==> src/hw/rtl/frp_pkg.sv <==
// ----------------------------------------------------------------------------
// Framed packet receiver package
// Types, codes and constants shared by the frame receiver modules.
// ----------------------------------------------------------------------------
package frp_pkg;

  typedef enum logic [2:0] {
    FRP_PROGRESS = 3'd0,
    FRP_GOOD     = 3'd1,
    FRP_HDR_BAD  = 3'd2,
    FRP_LEN_BAD  = 3'd3,
    FRP_TAIL_BAD = 3'd4
  } frp_status_e;

  typedef struct packed {
    logic [7:0]  data_byte;
    logic [15:0] byte_offset;
    logic        in_frame;
    frp_status_e status;
    logic [15:0] frame_length;
  } frp_result_t;

  localparam logic [31:0] HDR_WORD     = 32'h5B44_4D2D;
  localparam logic [31:0] TAIL_WORD    = 32'h2D4E_525D;
  localparam logic [31:0] CRC_POLY     = 32'h04C1_1DB7;
  localparam logic [31:0] CRC_INIT     = 32'hFFFF_FFFF;
  localparam logic [31:0] MIN_LEN      = 32'd16;
  localparam logic [16:0] HDR_LEN      = 17'd4;
  localparam logic [16:0] PREFIX_LEN   = 17'd8;
  localparam logic [16:0] LIMIT_CAP    = 17'h1_0000;
  localparam logic [16:0] LIMIT_RESET  = 17'd4096;

  // register index, taken from paddr[2]
  localparam logic REG_LENGTH_LIMIT = 1'b0;

  typedef logic [31:0][31:0] crc_cols_t;

  // CRC of a single set bit pushed through 32 shifts, one column per bit
  function automatic crc_cols_t crc_cols_f();
    crc_cols_t   cols;
    logic [31:0] c;
    for (int i = 0; i < 32; i++) begin
      c = 32'h1 << i;
      for (int j = 0; j < 32; j++) begin
        if (c[31]) begin
          c = (c << 1) ^ CRC_POLY;
        end else begin
          c = c << 1;
        end
      end
      cols[i] = c;
    end
    return cols;
  endfunction

  localparam crc_cols_t CRC_COLS = crc_cols_f();

endpackage

==> src/hw/rtl/frp_crc32_word.sv <==
// ----------------------------------------------------------------------------
// CRC-32 word update
// Folds one 32-bit word into the running CRC, MSB first, as an XOR matrix.
// ----------------------------------------------------------------------------
module frp_crc32_word (
  input  logic [31:0] crc_i,
  input  logic [31:0] word_i,
  output logic [31:0] crc_o
);

  logic [31:0] mix;

  always_comb begin
    mix   = crc_i ^ word_i;
    crc_o = '0;
    for (int i = 0; i < 32; i++) begin
      if (mix[i]) begin
        crc_o = crc_o ^ frp_pkg::CRC_COLS[i];
      end
    end
  end

endmodule

==> src/hw/rtl/frp_core.sv <==
// ----------------------------------------------------------------------------
// Frame parser core
// Holds the per-frame state and works out the result for one byte beat.
// ----------------------------------------------------------------------------
module frp_core (
  input  logic                clk_i,
  input  logic                rst_ni,
  input  logic                step_i,
  input  logic [7:0]          rx_byte_i,
  input  logic [16:0]         length_limit_i,
  output frp_pkg::frp_result_t result_o
);

  logic [16:0] pos_q, pos_d;
  logic [23:0] hdr_q, hdr_d;
  logic [23:0] lenb_q, lenb_d;
  logic [15:0] crc_end_q, crc_end_d;
  logic [15:0] last_q, last_d;
  logic [15:0] flen_q, flen_d;
  logic [31:0] crc_q, crc_d;
  logic [23:0] wcol_q, wcol_d;
  logic [55:0] trl_q, trl_d;

  logic [1:0]  lane;
  logic [16:0] lim;
  logic [31:0] len32;
  logic        len_ok;
  logic        crc_en;
  logic        pad;
  logic        do_word;
  logic        clear;
  logic [31:0] word;
  logic [31:0] crc_upd;
  logic [31:0] rx_crc;
  frp_pkg::frp_status_e status;

  assign lane    = pos_q[1:0];
  assign lim     = (length_limit_i > frp_pkg::LIMIT_CAP) ? frp_pkg::LIMIT_CAP : length_limit_i;
  assign len32   = {rx_byte_i, lenb_q};
  assign len_ok  = (len32 >= frp_pkg::MIN_LEN) && (len32 < {15'd0, lim});
  assign rx_crc  = {trl_q[31:24], trl_q[39:32], trl_q[47:40], trl_q[55:48]};
  assign do_word = pad || (crc_en && (lane == 2'd3));
  assign word    = pad ? {8'h00, wcol_q} : {rx_byte_i, wcol_q};

  frp_crc32_word u_crc (
    .crc_i  (crc_q),
    .word_i (word),
    .crc_o  (crc_upd)
  );

  always_comb begin
    pos_d     = pos_q + 17'd1;
    hdr_d     = hdr_q;
    lenb_d    = lenb_q;
    crc_end_d = crc_end_q;
    last_d    = last_q;
    flen_d    = flen_q;
    crc_d     = crc_q;
    wcol_d    = wcol_q;
    trl_d     = {trl_q[47:0], rx_byte_i};
    status    = frp_pkg::FRP_PROGRESS;
    clear     = 1'b0;
    crc_en    = 1'b0;
    pad       = 1'b0;

    if (pos_q < frp_pkg::HDR_LEN) begin
      crc_en = 1'b1;
      hdr_d  = {hdr_q[15:0], rx_byte_i};
      if ((lane == 2'd3) && ({hdr_q, rx_byte_i} != frp_pkg::HDR_WORD)) begin
        status = frp_pkg::FRP_HDR_BAD;
        clear  = 1'b1;
      end
    end else if (pos_q < frp_pkg::PREFIX_LEN) begin
      crc_en = 1'b1;
      lenb_d = {rx_byte_i, lenb_q[23:8]};
      if (lane == 2'd3) begin
        if (len_ok) begin
          crc_end_d = len32[15:0] - frp_pkg::PREFIX_LEN[15:0];
          last_d    = len32[15:0] - 16'd1;
          flen_d    = len32[15:0];
        end else begin
          status = frp_pkg::FRP_LEN_BAD;
          clear  = 1'b1;
        end
      end
    end else begin
      if (pos_q < {1'b0, crc_end_q}) begin
        crc_en = 1'b1;
      end else if ((pos_q == {1'b0, crc_end_q}) && (crc_end_q[1:0] != 2'd0)) begin
        pad = 1'b1;
      end
      if (pos_q == {1'b0, last_q}) begin
        if (({trl_q[23:0], rx_byte_i} == frp_pkg::TAIL_WORD) && (rx_crc == crc_q)) begin
          status = frp_pkg::FRP_GOOD;
        end else begin
          status = frp_pkg::FRP_TAIL_BAD;
        end
        clear = 1'b1;
      end
    end

    if (do_word) begin
      crc_d  = crc_upd;
      wcol_d = '0;
    end else if (crc_en) begin
      wcol_d = wcol_q | ({16'h0000, rx_byte_i} << {lane, 3'b000});
    end

    if (clear) begin
      pos_d     = '0;
      hdr_d     = '0;
      lenb_d    = '0;
      crc_end_d = '0;
      last_d    = '0;
      flen_d    = '0;
      crc_d     = frp_pkg::CRC_INIT;
      wcol_d    = '0;
    end
  end

  always_comb begin
    result_o.data_byte    = rx_byte_i;
    result_o.byte_offset  = pos_q[15:0];
    result_o.in_frame     = (status == frp_pkg::FRP_PROGRESS);
    result_o.status       = status;
    result_o.frame_length = (status == frp_pkg::FRP_GOOD) ? flen_q : 16'd0;
  end

  always_ff @(posedge clk_i or negedge rst_ni) begin
    if (!rst_ni) begin
      pos_q     <= '0;
      hdr_q     <= '0;
      lenb_q    <= '0;
      crc_end_q <= '0;
      last_q    <= '0;
      flen_q    <= '0;
      crc_q     <= frp_pkg::CRC_INIT;
      wcol_q    <= '0;
      trl_q     <= '0;
    end else if (step_i) begin
      pos_q     <= pos_d;
      hdr_q     <= hdr_d;
      lenb_q    <= lenb_d;
      crc_end_q <= crc_end_d;
      last_q    <= last_d;
      flen_q    <= flen_d;
      crc_q     <= crc_d;
      wcol_q    <= wcol_d;
      trl_q     <= trl_d;
    end
  end

endmodule

==> src/hw/rtl/framed_packet_receiver_crc32.sv <==
// ----------------------------------------------------------------------------
// Framed packet receiver with CRC-32 check
// Parses length-prefixed frames byte by byte and echoes each byte with its
// offset and the frame verdict.
//
//   Channel  Direction  Handshake                 Payload
//   in       sink       in_valid_i / in_stall_o   rx_byte_i
//   out      source     out_valid_o / out_stall_i data_byte_o, byte_offset_o,
//                                                 in_frame_o, status_o,
//                                                 frame_length_o
//   cfg      APB slave  psel/penable/pready       length_limit at 0x0
//
// One beat per clock sustained while the output is not stalled; a byte's result
// reaches the output through the input register, then the result register.
// The CRC update is one XOR matrix pass per 4 bytes and per padded last word.
// Reset clears the frame state and sets length_limit to 4096.
// A stalled output holds its beat; the input stalls only while both registers
// are full and the output is stalled.
// ----------------------------------------------------------------------------
module framed_packet_receiver_crc32 (
  input  logic        clk_i,
  input  logic        rst_ni,
  input  logic        in_valid_i,
  output logic        in_stall_o,
  input  logic [7:0]  rx_byte_i,
  output logic        out_valid_o,
  input  logic        out_stall_i,
  output logic [7:0]  data_byte_o,
  output logic [15:0] byte_offset_o,
  output logic        in_frame_o,
  output logic [2:0]  status_o,
  output logic [15:0] frame_length_o,
  input  logic        psel,
  input  logic        penable,
  input  logic        pwrite,
  input  logic [2:0]  paddr,
  input  logic [31:0] pwdata,
  output logic [31:0] prdata,
  output logic        pready
);

  logic [16:0]          limit_q;
  logic                 in_valid_q;
  logic [7:0]           in_byte_q;
  logic                 out_valid_q;
  frp_pkg::frp_result_t out_res_q;
  frp_pkg::frp_result_t res;
  logic                 adv;
  logic                 step;
  logic                 accept;
  logic                 cfg_wr;

  assign pready = 1'b1;
  assign cfg_wr = psel && penable && pwrite && (paddr[2] == frp_pkg::REG_LENGTH_LIMIT);
  assign prdata = (paddr[2] == frp_pkg::REG_LENGTH_LIMIT) ? {15'd0, limit_q} : 32'd0;

  always_ff @(posedge clk_i or negedge rst_ni) begin
    if (!rst_ni) begin
      limit_q <= frp_pkg::LIMIT_RESET;
    end else if (cfg_wr) begin
      limit_q <= pwdata[16:0];
    end
  end

  assign adv        = !out_valid_q || !out_stall_i;
  assign step       = adv && in_valid_q;
  assign in_stall_o = in_valid_q && !adv;
  assign accept     = in_valid_i && !in_stall_o;

  always_ff @(posedge clk_i or negedge rst_ni) begin
    if (!rst_ni) begin
      in_valid_q <= 1'b0;
    end else if (accept) begin
      in_valid_q <= 1'b1;
    end else if (adv) begin
      in_valid_q <= 1'b0;
    end
  end

  always_ff @(posedge clk_i) begin
    if (accept) begin
      in_byte_q <= rx_byte_i;
    end
  end

  frp_core u_core (
    .clk_i          (clk_i),
    .rst_ni         (rst_ni),
    .step_i         (step),
    .rx_byte_i      (in_byte_q),
    .length_limit_i (limit_q),
    .result_o       (res)
  );

  always_ff @(posedge clk_i or negedge rst_ni) begin
    if (!rst_ni) begin
      out_valid_q <= 1'b0;
    end else if (adv) begin
      out_valid_q <= in_valid_q;
    end
  end

  always_ff @(posedge clk_i) begin
    if (step) begin
      out_res_q <= res;
    end
  end

  assign out_valid_o    = out_valid_q;
  assign data_byte_o    = out_res_q.data_byte;
  assign byte_offset_o  = out_res_q.byte_offset;
  assign in_frame_o     = out_res_q.in_frame;
  assign status_o       = out_res_q.status;
  assign frame_length_o = out_res_q.frame_length;

endmodule
==> config.mk <==
export PLATFORM = sky130hd
export DESIGN_NAME = framed_packet_receiver_crc32
export DESIGN_NICKNAME = d
export VERILOG_FILES = /design/src/hw/rtl/frp_pkg.sv /design/src/hw/rtl/frp_crc32_word.sv /design/src/hw/rtl/frp_core.sv /design/src/hw/rtl/framed_packet_receiver_crc32.sv
export SDC_FILE = /design/constraint.sdc
export NUM_CORES = 1
export LEC_CHECK = 0
export ABC_AREA = 1
export BUFFER_PORTS_ARGS = -buffer_cell sky130_fd_sc_hd__clkbuf_2
export CAP_MARGIN = 0
export CORE_MARGIN = 2
export CORE_UTILIZATION = 66
export DETAILED_ROUTE_END_ITERATION = 6
export PLACE_DENSITY = 0.83
export SYNTH_ARGS = -nofsm -noshare
export SYNTH_HDL_FRONTEND = slang
export SYNTH_SLANG_ARGS = --single-unit
==> constraint.sdc <==
create_clock -name clk_i -period 8.5 [get_ports clk_i]
set_input_delay 1.275 -clock clk_i [delete_from_list [all_inputs] [get_ports clk_i]]
set_output_delay 1.275 -clock clk_i [all_outputs]
set_load 0.01 [all_outputs]
-- Word-level counts from Yosys, hierarchy flattened
Index checks and enable logic that the tools add are counted.
- logic and storage cells: 184
- output and inout port bits: 79
- ROM bits: 0
- bits in writable memories: 0
- bits in latches: 0
- input port bits: 50
- memories kept: 0
- flip-flop bits (word level): 296
- eq/ne operators: 8
- bitwise logic cells: 34
- multiplexer cells: 83
- $add $sub $neg: 3
- magnitude comparators: 6
- multiply operators: 0
- shift-type cells: 1
- divide/modulo/power cells: 0
- reductions and logical operators: 31
- operator list (kind ; count):
    two-way mux 32 bit ; 16
    two-way mux 16 bit ; 15
    two-way mux 24 bit ; 8
    two-way mux 31 bit ; 6
    two-way mux 30 bit ; 4
    inverter 13 bit ; 9
    two-way mux 29 bit ; 3
    inverter 14 bit ; 5
    inverter 15 bit ; 4
    two-way mux 28 bit ; 2
    two-way mux 27 bit ; 2
    two-way mux 17 bit ; 3
    inverter 12 bit ; 4
    inverter 16 bit ; 3
    inverter 18 bit ; 2
    equality test 17 x 16 -> 1 bit ; 2
    equality test 32 x 30 -> 1 bit (second input constant) ; 1
    equality test 32 bit ; 1
    greater-or-equal comparator 32 x 5 -> 1 bit (second input constant) ; 1
    less-than comparator 32 x 17 -> 1 bit ; 1
    != test 32 x 31 -> 1 bit (second input constant) ; 1
    XOR 32 bit ; 1
    two-way mux 26 bit ; 1
    two-way mux 25 bit ; 1
    other kinds (28) ; 70

-- Longest topological paths before layout
Gate-level depths: netlist of the first run.
- depth in word-level cells: 73
- mapped depth: 27
- gate-level depth less buffers: 26

-- Modules after synthesis
From an unflattened synthesis of the first run, not the netlist that was laid out.
- cell total of the unflattened synthesis: 2803
- area total of the unflattened synthesis: 19871.6 um^2
- modules (own cells, without submodules) (module ; instances ; sequential area each (um^2) ; area each (um^2) ; cells an instance):
    frp_core ; 1 ; 5595.4 ; 12029.0 ; 1537
    frp_crc32_word ; 1 ; 0.0 ; 5216.3 ; 1072
    framed_packet_receiver_crc32 ; 1 ; 2038.2 ; 2626.3 ; 194

-- Least setup slack after synthesis of the first run
OpenSTA, ideal clock, no wires.
- path kind: input port to flip-flop
- from: input out_stall_i
- to: register out_res_q, in the netlist byte_offset_o[0], enable pin
- path slack: 4975 ps
- arrival: 3100 ps
- path buffers: 1
- cell stages on the path: 4
- setup time: 425 ps
- data required time: 8075 ps
- path through: nand2_1 nand2_1 clkinv_1 clkbuf_1
- word-level cells in the longest chain between the ends: 3
- RTL lines (what ; RTL line ; RTL):
    start: declaration ; framed_packet_receiver_crc32.sv:27 ; input logic out_stall_i,
    logical NOT 1 bit ; framed_packet_receiver_crc32.sv:65 ; assign adv = !out_valid_q || !out_stall_i;
    logical OR 1 bit ; framed_packet_receiver_crc32.sv:65 ;
    logical AND 1 bit ; framed_packet_receiver_crc32.sv:66 ; assign step = adv && in_valid_q;
    net step ; framed_packet_receiver_crc32.sv:49 ; logic step;
    end signal: assignment ; framed_packet_receiver_crc32.sv:105 ; out_res_q <= res;
    end: declaration ; framed_packet_receiver_crc32.sv:46 ; frp_pkg::frp_result_t out_res_q;
The timed path passes the listed nets, and every way through them passes these cells.
A chain may end at the register's enable or synchronous reset.

-- Worst setup path after layout of the first run
- from: register limit_q[6]
- to: register u_core.crc_q[15]
- word-level cells in the longest chain between the ends: 10
- elaborated cells between the ends (all ways): 11
- those cells by class: 2 x order compare; 6 x mux; 3 x reduce/logical
- RTL lines (what ; RTL line ; RTL):
    start: declaration ; framed_packet_receiver_crc32.sv:42 ; logic [16:0] limit_q;
    start signal: assignment ; framed_packet_receiver_crc32.sv:59 ; limit_q <= frp_pkg::LIMIT_RESET;
    start signal: assignment ; framed_packet_receiver_crc32.sv:61 ; limit_q <= pwdata[16:0];
    greater-than comparator 17 bit ; frp_core.sv:38 ; assign lim = (length_limit_i > frp_pkg::LIMIT_CAP) ? frp_pkg::LIMIT_CAP : length_limit_i;
    two-way mux 17 bit * ; frp_core.sv:38 ;
    less-than comparator 32 x 17 -> 1 bit * ; frp_core.sv:40 ; assign len_ok = (len32 >= frp_pkg::MIN_LEN) && (len32 < {15'd0, lim});
    logical AND 1 bit * ; frp_core.sv:40 ;
    two-way mux 1 bit * ; frp_core.sv:77 ; if (len_ok) begin
    two-way mux 1 bit * ; frp_core.sv:76 ; if (lane == 2'd3) begin
    two-way mux 1 bit * ; frp_core.sv:73 ; end else if (pos_q < frp_pkg::PREFIX_LEN) begin
    two-way mux 1 bit * ; frp_core.sv:66 ; if (pos_q < frp_pkg::HDR_LEN) begin
    nonzero test 2 bit (no source line) ; -- ;
    AND reduction 2 bit (no source line) ; -- ;
    end signal: assignment ; frp_core.sv:137 ; crc_q <= frp_pkg::CRC_INIT;
    end signal: assignment ; frp_core.sv:147 ; crc_q <= crc_d;
    end: declaration ; frp_core.sv:20 ; logic [31:0] crc_q, crc_d;
Every way passes the cells marked *; elsewhere a longest branch is shown, timed or not.

==> summary.md, run 1 <==
| Metric | Value |
|---|---|
| Worst Hold Depth | `2` |
| CTS tree | `yes` |
| Layout area overhead | `8.44%` |
| Drt drc | `0` |
| DR vias | `15.8k` |
| Pin count of the biggest net entering global routing | `111` |
| Status | `complete, no violations` |
| YS warnings | `0` |
| Clk sinks | `293` |
| # nets final | `2414` |
| Starting DRT DRC Count | `1557` |
| Clock period minus final worst setup slack | `4.58 ns` |
| Fin. Hold Viols | `0` |
| Routed Antenna Nets | `0` |
| Synthesized area per cell | `8.05 um^2` |
| Cts hold-fix bufs | `0` |
| Share of cells above drive strength 1 | `0.117` |
| CP arrival | `5.09 ns` |
| Critical path endpoint | `u_core.crc_q[15]` |
| Finished Core Util | `0.732` |
| First-pass GRT wire length | `77.3 mm` |
| Met3 usage in global routing | `0.0740` |
| R2R depth | `23` |
| I/O Buffers | `95` |
| Commonest cells after routing, fill and taps aside | `nand2_1 (648), dfrtp_1 (208), inv_1 (203)` |
| Total CTS buffers | `30` |
| RSZ-0062 raised after global routing | `no` |
| Commonest non-fill, non-tap cell in the layout | `nand2_1` |
| Clock Path Buffers | `3` |
| Die area | `0.0290 mm^2` |
| Detailed Routing Iterations Pass 1 | `6` |
| Via-per-instance ratio | `5.86` |
| Reg2reg start | `limit_q[6]` |
| WL final | `49.3 mm` |
| Post-CTS Setup Bufs | `0` |
| Setup TNS | `0 ns` |
| Post-Synthesis Cells | `2266` |
| Root cell of the clock tree | `clkbuf_16` |
| Worst setup SP type | `flop` |
| M1 GR Usage | `0.482` |
| # rows | `60` |
| HP Class | `reg -> reg` |
| Critical Path, Cell by Cell | `nor2_1 -> nand2_1 -> nor2_1 -> nand2_1 -> nand2_2 -> nand2_1 -> ha_1 -> a21oi_1 -> nor2_1 -> a211oi_1 -> o221a_2 -> nand2_1 -> nand2_1 -> nand2_1 -> nand2_1 -> nand3_2 -> nand2_2 -> buf_4 -> nand2_1 -> nand2_2 -> inv_4 -> o21ai_1 -> nand2_1` |
| PwrDens | `188 mW/mm^2` |
| Initial antenna violation count | `0` |
| Sequential share of the synthesized area | `0.419` |
| Max-slew violations | `0` |
| ANT cells | `0` |
| Worst-path fanout max | `81` |
| Slew HR | `0.327` |
| Gp weighted congestion | `0.942` |
| Starting density of the core | `0.675` |
| Critical setup path kind | `reg -> reg` |
| GR Overflow Total | `0` |
| Synth cell types | `56` |
| Period utilization | `0.538` |
| Core Box Area | `0.0270 mm^2` |
| CP max stage delay | `0.69 ns` |
| Routed wire length per instance | `18.3 um` |
| Reg-to-reg endpoint | `u_core.crc_q[15]` |
| Clock Latency Late Sink | `0.60 ns` |
| Crit. Startpoint | `limit_q[6]` |
| Synthesized flop and latch total | `293` |
| CP Capture Type | `flop` |
| Most frequent CP cell | `nand2_1` |
| Mapped Area | `0.0182 mm^2` |
| Vias in the first global route | `14.6k` |
| GR Util met2 | `0.527` |
| Synth async-reset ratio | `0.823` |
| Max Freq | `0.219 GHz` |
| Lkg Pwr | `0.00968 uW` |
| Worst slew pin tran | `1.01 ns` |
| Die height | `170 um` |
| Die width | `170 um` |
| Crit path required time | `9.02 ns` |
| H-tree levels | `1` |
| Most used routing layer | `met2` |
| EDFF count, synth | `52` |
| Final Setup Violations | `0` |
| Flop-to-flop setup slack | `3.92 ns` |
| Clk pin slew, worst setup/hold paths | `0.06 ns` |
| Post-DP HPWL | `35.7 mm` |
| Global-route usage over all layers | `0.341` |
| Post_cts resized | `0` |
| Commonest register cell after synthesis | `dfrtp_1` |
| Max-cap violations | `0` |
| I/O pin total | `129` |
| Critical-path top delay cell | `buf_4` |
| Worst IR drop on VDD | `0.215 mV` |
| Max Clock Skew | `0.0586 ns` |
==> critical path, delay by kind of cell, from the launching register on <==
kind | cells | cell delay [ns]
adders and majority gates | 1 | 0.30
and+or+nand+nor | 16 | 2.06
buffers and inverters | 2 | 0.99
DFF | 1 | 0.41
AOI/OAI and AO/OA | 4 | 0.71
==> how the worst min path moves through the flow <==
stage | startpoint | endpoint | slack (ns)
floorplan | in_byte_q[0] | data_byte_o[0] | 0.42
finish | u_core.trl_q[5] | u_core.trl_q[5] | 0.49
detailed placement | u_core.trl_q[5] | u_core.trl_q[5] | 0.48
CTS | u_core.trl_q[5] | u_core.trl_q[5] | 0.49
global placement | u_core.trl_q[33] | u_core.trl_q[33] | 0.47
global route | u_core.crc_end_q[13] | u_core.crc_end_q[13] | 0.52
==> area by class of cell <==
| type | count | area, um^2 |
|---|---|---|
| flip-flops and latches | 293 | 7630 |
| repair buffers | 104 | 561 |
| clock inverters | 9 | 98.8 |
| fillers | 2076 | 7250 |
| clock buffers | 47 | 876 |
| well taps | 341 | 427 |
| multi-input cells | 1657 | 9270 |
| inverters | 243 | 916 |
==> layer usage <==
| metal | vias up | wire length, um | share of wire |
|---|---|---|---|
| li1 | 7420 | - | - |
| met1 | 7546 | 20700 | 0.42 |
| met2 | 713 | 21900 | 0.45 |
| met3 | 111 | 4810 | 0.098 |
| met4 | 0 | 1780 | 0.036 |
| met5 | - | 0 | 0 |
==> through the flow <==
stage	setup slack, ns	area (um^2)	total power [uW]	hold WS [ns]	std cells
CTS	4.02	19800	3720	0.491	2693
finish	3.92	19800	3720	0.487	2694
global route	3.44	19800	3890	0.515	2694
global placement	4.15	18800	2400	0.468	2637
detailed placement	4.07	18800	2430	0.478	2637
floorplan	4.97	18300	2210	0.421	2280
==> sequential cells by signal, summed over array words and instances (netlist names) <==
| signal | flops |
|---|---|
| byte_offset_o | 16 |
| data_byte_o | 8 |
| frame_length_o | 16 |
| in_byte_q | 8 |
| in_frame_o | 1 |
| in_valid_q | 1 |
| limit_q | 17 |
| out_valid_o | 1 |
| status_o | 3 |
| u_core.crc_end_q | 13 |
| u_core.crc_q | 32 |
| u_core.flen_q | 16 |
| u_core.hdr_q | 24 |
| u_core.last_q | 16 |
| u_core.lenb_q | 24 |
| u_core.pos_q | 17 |
| u_core.trl_q | 56 |
| u_core.wcol_q | 24 |
==> synth_stat cells (27+ instances only) <==
master    count  share of area
xnor2_1      93          0.045
nand4_1      32          0.011
dfrtp_1     208           0.29
xor2_1      137          0.066
o21ai_0      69          0.019
o21ai_1      85          0.023
dfstp_2      33          0.048
o211ai_1     27          0.011
nand2_1     650           0.13
clkbuf_1     38         0.0078
a21oi_1      39          0.011
o22ai_1      48          0.016
nor2_1      146          0.030
nand3_1     146          0.040
inv_2        33         0.0068
ha_1         35          0.024
inv_1       203          0.042
edfxtp_1     52          0.086
==> power by group <==
| part | internal (uW) | total, uW | switching [uW] |
|---|---|---|---|
| registers | 1600 | 1760 | 156 |
| logic | 244 | 670 | 426 |
| clock network | 740 | 1290 | 554 |
==> logic make-up after synthesis <==
kind of cell | count (synthesis) | share of synthesized area
XOR/XNOR | 263 | 0.147
AND/OR/NAND/NOR | 1058 | 0.244
other | 2 | 0.000412
AO/OA/AOI/OAI | 285 | 0.0888
adder cells (fa/ha/maj) | 35 | 0.0240
flip-flops | 293 | 0.419
buffers and inverters | 330 | 0.0766
Power figures use the tool's default switching activity.
==> run 2, diff against run 1 <==
--- a/config.mk
+++ b/config.mk
@@ -5,13 +5,13 @@
 export SDC_FILE = /design/constraint.sdc
 export NUM_CORES = 1
 export LEC_CHECK = 0
-export ABC_AREA = 1
+export ABC_AREA = 0
 export BUFFER_PORTS_ARGS = -buffer_cell sky130_fd_sc_hd__clkbuf_2
 export CAP_MARGIN = 0
 export CORE_MARGIN = 2
-export CORE_UTILIZATION = 66
+export CORE_UTILIZATION = 61
 export DETAILED_ROUTE_END_ITERATION = 6
-export PLACE_DENSITY = 0.83
+export PLACE_DENSITY = 0.78
 export SYNTH_ARGS = -nofsm -noshare
 export SYNTH_HDL_FRONTEND = slang
 export SYNTH_SLANG_ARGS = --single-unit
==> constraint.sdc (replaced) <==
create_clock -name clk_i -period 4.79 [get_ports clk_i]
set_input_delay 0.7185 -clock clk_i [delete_from_list [all_inputs] [get_ports clk_i]]
set_output_delay 0.7185 -clock clk_i [all_outputs]
set_load 0.01 [all_outputs]
==> run 2 against run 1 <==
  * Worst setup slack got worse by 3.4 ns
  * Via count decreased by 24%
  * Sequential share of layout area increased by 2.9 points
  * Synthesized area down 9.5%
  * Cell count fell by 24%
  * Critical path depth shrank 9
  * Routed wire length down 12%
  * Die area decreased by 2.0%
  * First-iteration DRC count is 20% lower
  * Sequential cell count unchanged
  * Register-to-register slack worse by 3.4 ns
==> summary.md, run 2 <==
| Metric | Value |
|---|---|
| Post-Synth Adder-Cell Area | `0.0265` |
| Die height | `169 um` |
| WL met3 | `2.83 mm` |
| Pin count of the biggest net entering global routing | `125` |
| Critical-path top delay cell | `or4_1` |
| Critical setup path kind | `reg -> reg` |
| Post-CTS Setup Bufs | `0` |
| Crit path required time | `5.23 ns` |
| # nets final | `1765` |
| Layout area overhead | `11.4%` |
| Synthesized flop and latch total | `293` |
| Synth async-reset ratio | `0.823` |
| Final Setup Violations | `0` |
| Clock period minus final worst setup slack | `4.29 ns` |
| Clk pin slew, worst setup/hold paths | `0.07 ns` |
| Metal2 WL | `20.7 mm` |
| Cts hold-fix bufs | `0` |
| Clock Path Buffers | `3` |
| Die area | `0.0284 mm^2` |
| First-pass GRT wire length | `68.2 mm` |
| Period utilization | `0.895` |
| Max-cap violations | `0` |
| WL final | `43.5 mm` |
| Routed wire length per instance | `21.3 um` |
| Detailed Routing Iterations Pass 1 | `5` |
| Synth cell types | `71` |
| Initial antenna violation count | `0` |
| Max Freq | `0.233 GHz` |
| ANT cells | `0` |
| Total CTS buffers | `30` |
| Slew HR | `0.343` |
| Critical Path, Cell by Cell | `nor4_1 -> a41o_1 -> nand2_1 -> ha_1 -> nand4_1 -> or4_1 -> a311o_1 -> a31oi_1 -> buf_4 -> nor3b_1 -> o31a_1 -> a21oi_4 -> buf_12 -> mux2_2` |
| Count leader, synth | `nand2_1` |
| CP Capture Type | `flop` |
| Worst setup SP type | `flop` |
| EDFF count, synth | `52` |
| Share of cells above drive strength 1 | `0.176` |
| Most flop-heavy register | `u_core.trl_q` |
| HP Class | `in -> async` |
| Commonest register cell after synthesis | `dfrtp_1` |
| Max Clock Skew | `0.0214 ns` |
| Mapped Area | `0.0165 mm^2` |
| Starting DRT DRC Count | `1238` |
| Commonest cells after routing, fill and taps aside | `nand2_1 (261), xnor2_1 (261), dfrtp_1 (208)` |
| Post-Synthesis Cells | `1594` |
| Setup TNS | `0 ns` |
| Biggest regs | `u_core.trl_q (56), u_core.crc_q (32)` |
| Worst slew pin tran | `0.979 ns` |
| Routed Antenna Nets | `0` |
| # rows | `60` |
| Status | `complete, no violations` |
| Sequential share of the synthesized area | `0.462` |
| I/O Buffers | `95` |
| Synthesized area per cell | `10.4 um^2` |
| CP arrival | `4.73 ns` |
| Synth Area in Simple Gates | `0.149` |
| Filler cells | `2031` |
| Global-route usage over all layers | `0.310` |
| CTS tree | `yes` |
| Commonest cells in the netlist | `nand2_1 (262), xnor2_1 (261), dfrtp_1 (208)` |
| DR vias | `12.0k` |
| Xor/xnor cell area share of the yosys netlist | `0.211` |
| Top cell type's share of synthesized area | `0.315` |
| Max-slew violations | `0` |
| Ranking of synthesized cells by area | `dfrtp_1 (32%), xnor2_1 (14%), edfxtp_1 (9.5%)` |
| Clock Latency Late Sink | `0.57 ns` |
| Die width | `169 um` |
| Area of the multi-input gates | `0.00840 mm^2` |
| Fin. Hold Viols | `0` |
| CP max stage delay | `0.50 ns` |
| Max FFs per register | `56` |
| Post-DP HPWL | `30.5 mm` |
| Mux contribution to synthesized area | `0.0470` |
| Max Used Layer | `met4` |
| M1 wire length | `18.4 mm` |
| Post-synth top area cell | `dfrtp_1` |
| YS warnings | `0` |
| Worst-path fanout max | `45` |
| Starting density of the core | `0.616` |
| I/O pin total | `129` |
| Core Box Area | `0.0268 mm^2` |
| Root cell of the clock tree | `clkbuf_16` |
| RSZ-0062 raised after global routing | `no` |
| Compound-Gate Fraction of Synth Area | `0.0702` |
| Gp weighted congestion | `0.959` |
| Vias in the first global route | `12.0k` |
| Post_cts resized | `0` |
| Reg area | `0.00763 mm^2` |
| GR Overflow Total | `0` |
| Clk sinks | `293` |
| Largest family of logic cells by synthesized area | `XOR/XNOR gates` |
| Via-per-instance ratio | `5.89` |
| Drt drc | `0` |
| H-tree levels | `1` |
-- run 2: cell type report --
| type | count | share of cell area |
|---|---|---|
| multi-input combinational | 1192 | 0.457 |
| tap | 341 | 0.0232 |
| timing repair buffer | 131 | 0.0418 |
| clock buffer | 44 | 0.0465 |
| inverter | 32 | 0.00667 |
| clock inverter | 12 | 0.00973 |
| sequential | 293 | 0.415 |
-- run 2: path summary, 6_finish.rpt --
kind | end | startpoint | slack (ns) | cells after the start
max | u_core.flen_q[10] | limit_q[3] | 0.50 | 14
min | u_core.hdr_q[19] | rst_ni | 0.24 | 1
max reg2reg | u_core.flen_q[10] | limit_q[3] | 0.50 | 14
min reg2reg | u_core.trl_q[25] | u_core.trl_q[17] | 0.48 | 2
max in group asynchronous | u_core.crc_q[10] | rst_ni | 3.37 | 2
min in group clk_i | in_byte_q[5] | rx_byte_i[5] | 0.33 | 1
-- run 2: critical path, delay by kind of cell, from the launching register on --
family,cells,cell delay [ns]
adder cells (fa/ha/maj),1,0.32
flip-flops,1,0.40
multiplexers,1,0.37
buffers and inverters,2,0.45
AO/OA/AOI/OAI,5,1.41
AND/OR/NAND/NOR,5,1.20
-- run 2: stage by stage --
step | hold WS, ns | setup WS [ns] | instance area [um^2] | util | std cells
after floorplan | 0.423 | 0.923 | 16600 | - | 1608
after global placement | 0.469 | 0.638 | 17400 | 0.648 | 1989
after detailed placement | 0.474 | 0.580 | 17400 | 0.648 | 1989
after CTS | 0.290 | 0.493 | 18400 | 0.686 | 2045
after global routing | 0.308 | 0.266 | 18400 | 0.686 | 2045
final | 0.236 | 0.501 | 18400 | 0.686 | 2045
-- run 2: routing by layer --
metal	GRT usage	up-vias
li1	-	5517
met1	0.425	5979
met2	0.510	453
met3	0.0412	96
met4	0.112	0
met5	0	-
-- run 2: cell families (layout without fill, tap and decap cells) --
| group | count (synthesis) | in the layout |
|---|---|---|
| AOI/OAI and AO/OA | 164 | 164 |
| xor gates and xnor gates | 369 | 369 |
| adders and majority gates | 35 | 35 |
| buffers and inverters | 123 | 219 |
| DFF | 293 | 293 |
| muxes | 70 | 70 |
| other | 2 | 16 |
| and+or+nand+nor | 538 | 538 |
Power of run 2 is left out: the tool's default activity adds up to more than one toggle a clock period on the data nets, which glitch-free logic cannot reach.
==> run 3, diff against run 2 <==
--- a/config.mk
+++ b/config.mk
@@ -5,13 +5,13 @@
 export SDC_FILE = /design/constraint.sdc
 export NUM_CORES = 1
 export LEC_CHECK = 0
-export ABC_AREA = 0
+export ABC_AREA = 1
 export BUFFER_PORTS_ARGS = -buffer_cell sky130_fd_sc_hd__clkbuf_2
 export CAP_MARGIN = 0
 export CORE_MARGIN = 2
-export CORE_UTILIZATION = 61
+export CORE_UTILIZATION = 62
 export DETAILED_ROUTE_END_ITERATION = 6
-export PLACE_DENSITY = 0.78
+export PLACE_DENSITY = 0.79
 export SYNTH_ARGS = -nofsm -noshare
 export SYNTH_HDL_FRONTEND = slang
 export SYNTH_SLANG_ARGS = --single-unit
==> constraint.sdc (replaced) <==
create_clock -name clk_i -period 4.79 [get_ports clk_i]
set_input_delay 0.2395 -clock clk_i [delete_from_list [all_inputs] [get_ports clk_i]]
set_output_delay 0.2395 -clock clk_i [all_outputs]
set_load 0.01 [all_outputs]
==> run 3 against run 2 <==
  * Global-route usage rose by 2.4 points
  * Cell count grew 36%
  * Clock skew rose by 0.023 ns
  * Sequential cell count is the same
  * Sequential share of layout area is 3.8 points lower
  * Largest cell class unchanged
  * Non-clock buffer count grew 14
  * First-iteration DRC count is 27% higher
  * Worst setup slack improved by 0.30 ns
  * Utilization increased by 1.5 points
==> summary.md, run 3 (synthesis gave the netlist of run 1 again) <==
| Metric | Value |
|---|---|
| GR Overflow Total | `0` |
| Critical-path top delay cell | `nand2_2` |
| Commonest cells after routing, fill and taps aside | `nand2_1 (648), dfrtp_1 (208), inv_1 (203)` |
| CP Capture Type | `flop` |
| Core Box Area | `0.0289 mm^2` |
| Die area | `0.0308 mm^2` |
| Most flop-heavy register | `u_core.trl_q` |
| Clk pin slew, worst setup/hold paths | `0.06 ns` |
| Routed Antenna Nets | `0` |
| Max-slew violations | `0` |
| Setup TNS | `0 ns` |
| Clock Latency Late Sink | `0.59 ns` |
| I/O pin total | `129` |
| Post-DP HPWL | `36.4 mm` |
| Worst IR drop on VDD | `0.373 mV` |
| Period utilization | `0.832` |
| R2R depth | `22` |
| Commonest non-fill, non-tap cell in the layout | `nand2_1` |
| Slew HR | `0.335` |
| I/O Buffers | `95` |
| Critical Path, Cell by Cell | `nor2_1 -> nand2_1 -> nor2_1 -> nand2_1 -> nand2_2 -> nand2_1 -> ha_1 -> a21oi_1 -> nor2_1 -> a211oi_1 -> o221a_2 -> nand2_1 -> nand2_1 -> nand2_1 -> nand2_1 -> nand3_2 -> nand2_2 -> nand3_1 -> nand2_1 -> buf_4 -> nand2_1 -> o21ai_0` |
| Worst-case hold path end point | `limit_q[8]` |
| Global-route usage over all layers | `0.334` |
| Routed wire length per instance | `18.5 um` |
| First-pass GRT wire length | `80.7 mm` |
| Clock Path Buffers | `3` |
| Share of cells above drive strength 1 | `0.124` |
| CTS tree | `yes` |
| Hold Path Origin | `pwrite` |
| Via-per-instance ratio | `5.71` |
| Vias in the first global route | `14.9k` |
| Starting density of the core | `0.632` |
| # rows | `62` |
| Critical setup path kind | `reg -> reg` |
| Layout area overhead | `10.9%` |
| PwrDens | `331 mW/mm^2` |
| Worst-path fanout max | `48` |
| Die height | `176 um` |
| Flop-to-flop setup slack | `0.81 ns` |
| Final Setup Violations | `0` |
| Total CTS buffers | `30` |
| Max-cap violations | `0` |
| Fin. Hold Viols | `0` |
| H-tree levels | `1` |
| Max Clock Skew | `0.0440 ns` |
| Drt drc | `0` |
| Initial antenna violation count | `0` |
| Post-CTS Setup Bufs | `0` |
| Die width | `176 um` |
| Worst setup SP type | `flop` |
| CP arrival | `4.42 ns` |
| Max FFs per register | `56` |
| Status | `complete, no violations` |
| Overall Power | `6700 uW` |
| Crit path required time | `5.23 ns` |
| Reg2reg start | `limit_q[13]` |
| Pin count of the biggest net entering global routing | `135` |
| Worst slew pin tran | `0.998 ns` |
| CP max stage delay | `0.45 ns` |
| ANT cells | `0` |
| Biggest regs | `u_core.trl_q (56), u_core.crc_q (32)` |
| WL final | `51.4 mm` |
| Clk sinks | `293` |
| Most frequent CP cell | `nand2_1` |
| Lkg Pwr | `0.00987 uW` |
| Max Freq | `0.251 GHz` |
| Clock period minus final worst setup slack | `3.98 ns` |
| Starting DRT DRC Count | `1572` |
| DR vias | `15.9k` |
| RSZ-0062 raised after global routing | `no` |
| HP Class | `in -> reg` |
| Root cell of the clock tree | `clkbuf_16` |
| # nets final | `2455` |
| Gp weighted congestion | `0.939` |
| Reg-to-reg endpoint | `u_core.wcol_q[3]` |
| Detailed Routing Iterations Pass 1 | `6` |
| Worst Hold Depth | `3` |
run 3: cell count changes in the layout (fill, tap and decap cells not counted), moves of 28 or more:
cell           delta
inv_1           +173
nand3_1         +136
nor2_1           +34
mux2_2           -59
inv_2            +32
xnor2_1         -168
dlygate4sd3_1    +28
nand2_1         +387
a22o_1           -40
xor2_1           +48
o21ai_0          +47
o22ai_1          +48
o21ai_1          +84
run 3: report_power, final:
group	total, uW	leakage, uW	switching, uW	internal [uW]
sequential	3110	0.00328	264	2840
clock	2330	0.000489	1020	1310
combinational	1260	0.00610	801	462
total	6700	0.00987	2080	4620
run 3: final cells by class:
type | instances | area (um^2)
Clock buffer | 37 | 807
Clock inverter | 19 | 181
Fill cell | 2311 | 8620
Inverter | 243 | 916
Multi-Input combinational cell | 1657 | 9270
Sequential cell | 293 | 7630
Tap cell | 384 | 480
Timing Repair Buffer | 145 | 951
run 3: worst max path at each step:
| stage | from | endpoint | slack (ns) |
|---|---|---|---|
| floorplan | limit_q[10] | frame_length_o[0] | 1.66 |
| global placement | limit_q[8] | u_core.crc_end_q[14] | 1.00 |
| detailed placement | limit_q[2] | u_core.crc_end_q[14] | 1.0 |
| CTS | limit_q[2] | u_core.wcol_q[3] | 0.89 |
| global route | limit_q[8] | u_core.wcol_q[3] | 0.41 |
| finish | limit_q[13] | u_core.wcol_q[3] | 0.81 |
run 3: metrics by stage:
stage               utilization  std cells  setup WS [ns]  area, um^2  hold slack (ns)
finish                    0.701       2778          0.806       20200            0.264
floorplan                     -       2280           1.66       18300          -0.0561
global route              0.701       2778          0.409       20200            0.318
global placement          0.657       2693           1.00       19000            0.417
detailed placement        0.657       2693          0.996       19000            0.418
CTS                       0.701       2777          0.885       20200            0.346
run 3: metal layers:
metal / GRT usage / share of wire / up-vias
met5: 0 / 0 / -
met2: 0.518 / 0.45 / 661
met3: 0.0561 / 0.084 / 85
met4: 0.0871 / 0.026 / 0
met1: 0.489 / 0.44 / 7614
li1: - / - / 7496
run 3: what timing repair did:
action | 4_1_cts | 5_1_grt
resized for setup | 0 | 0
hold endpoints to repair | 156 | 0
hold buffers | 28 | 0
run 3: worst max-delay path: cells and delay by family (launching register included):
kind	cells	cell delay, ns
buf+inv	1	0.40
flops	1	0.42
fa+ha+maj	1	0.30
simple gates	16	2.04
compound gates	4	0.65
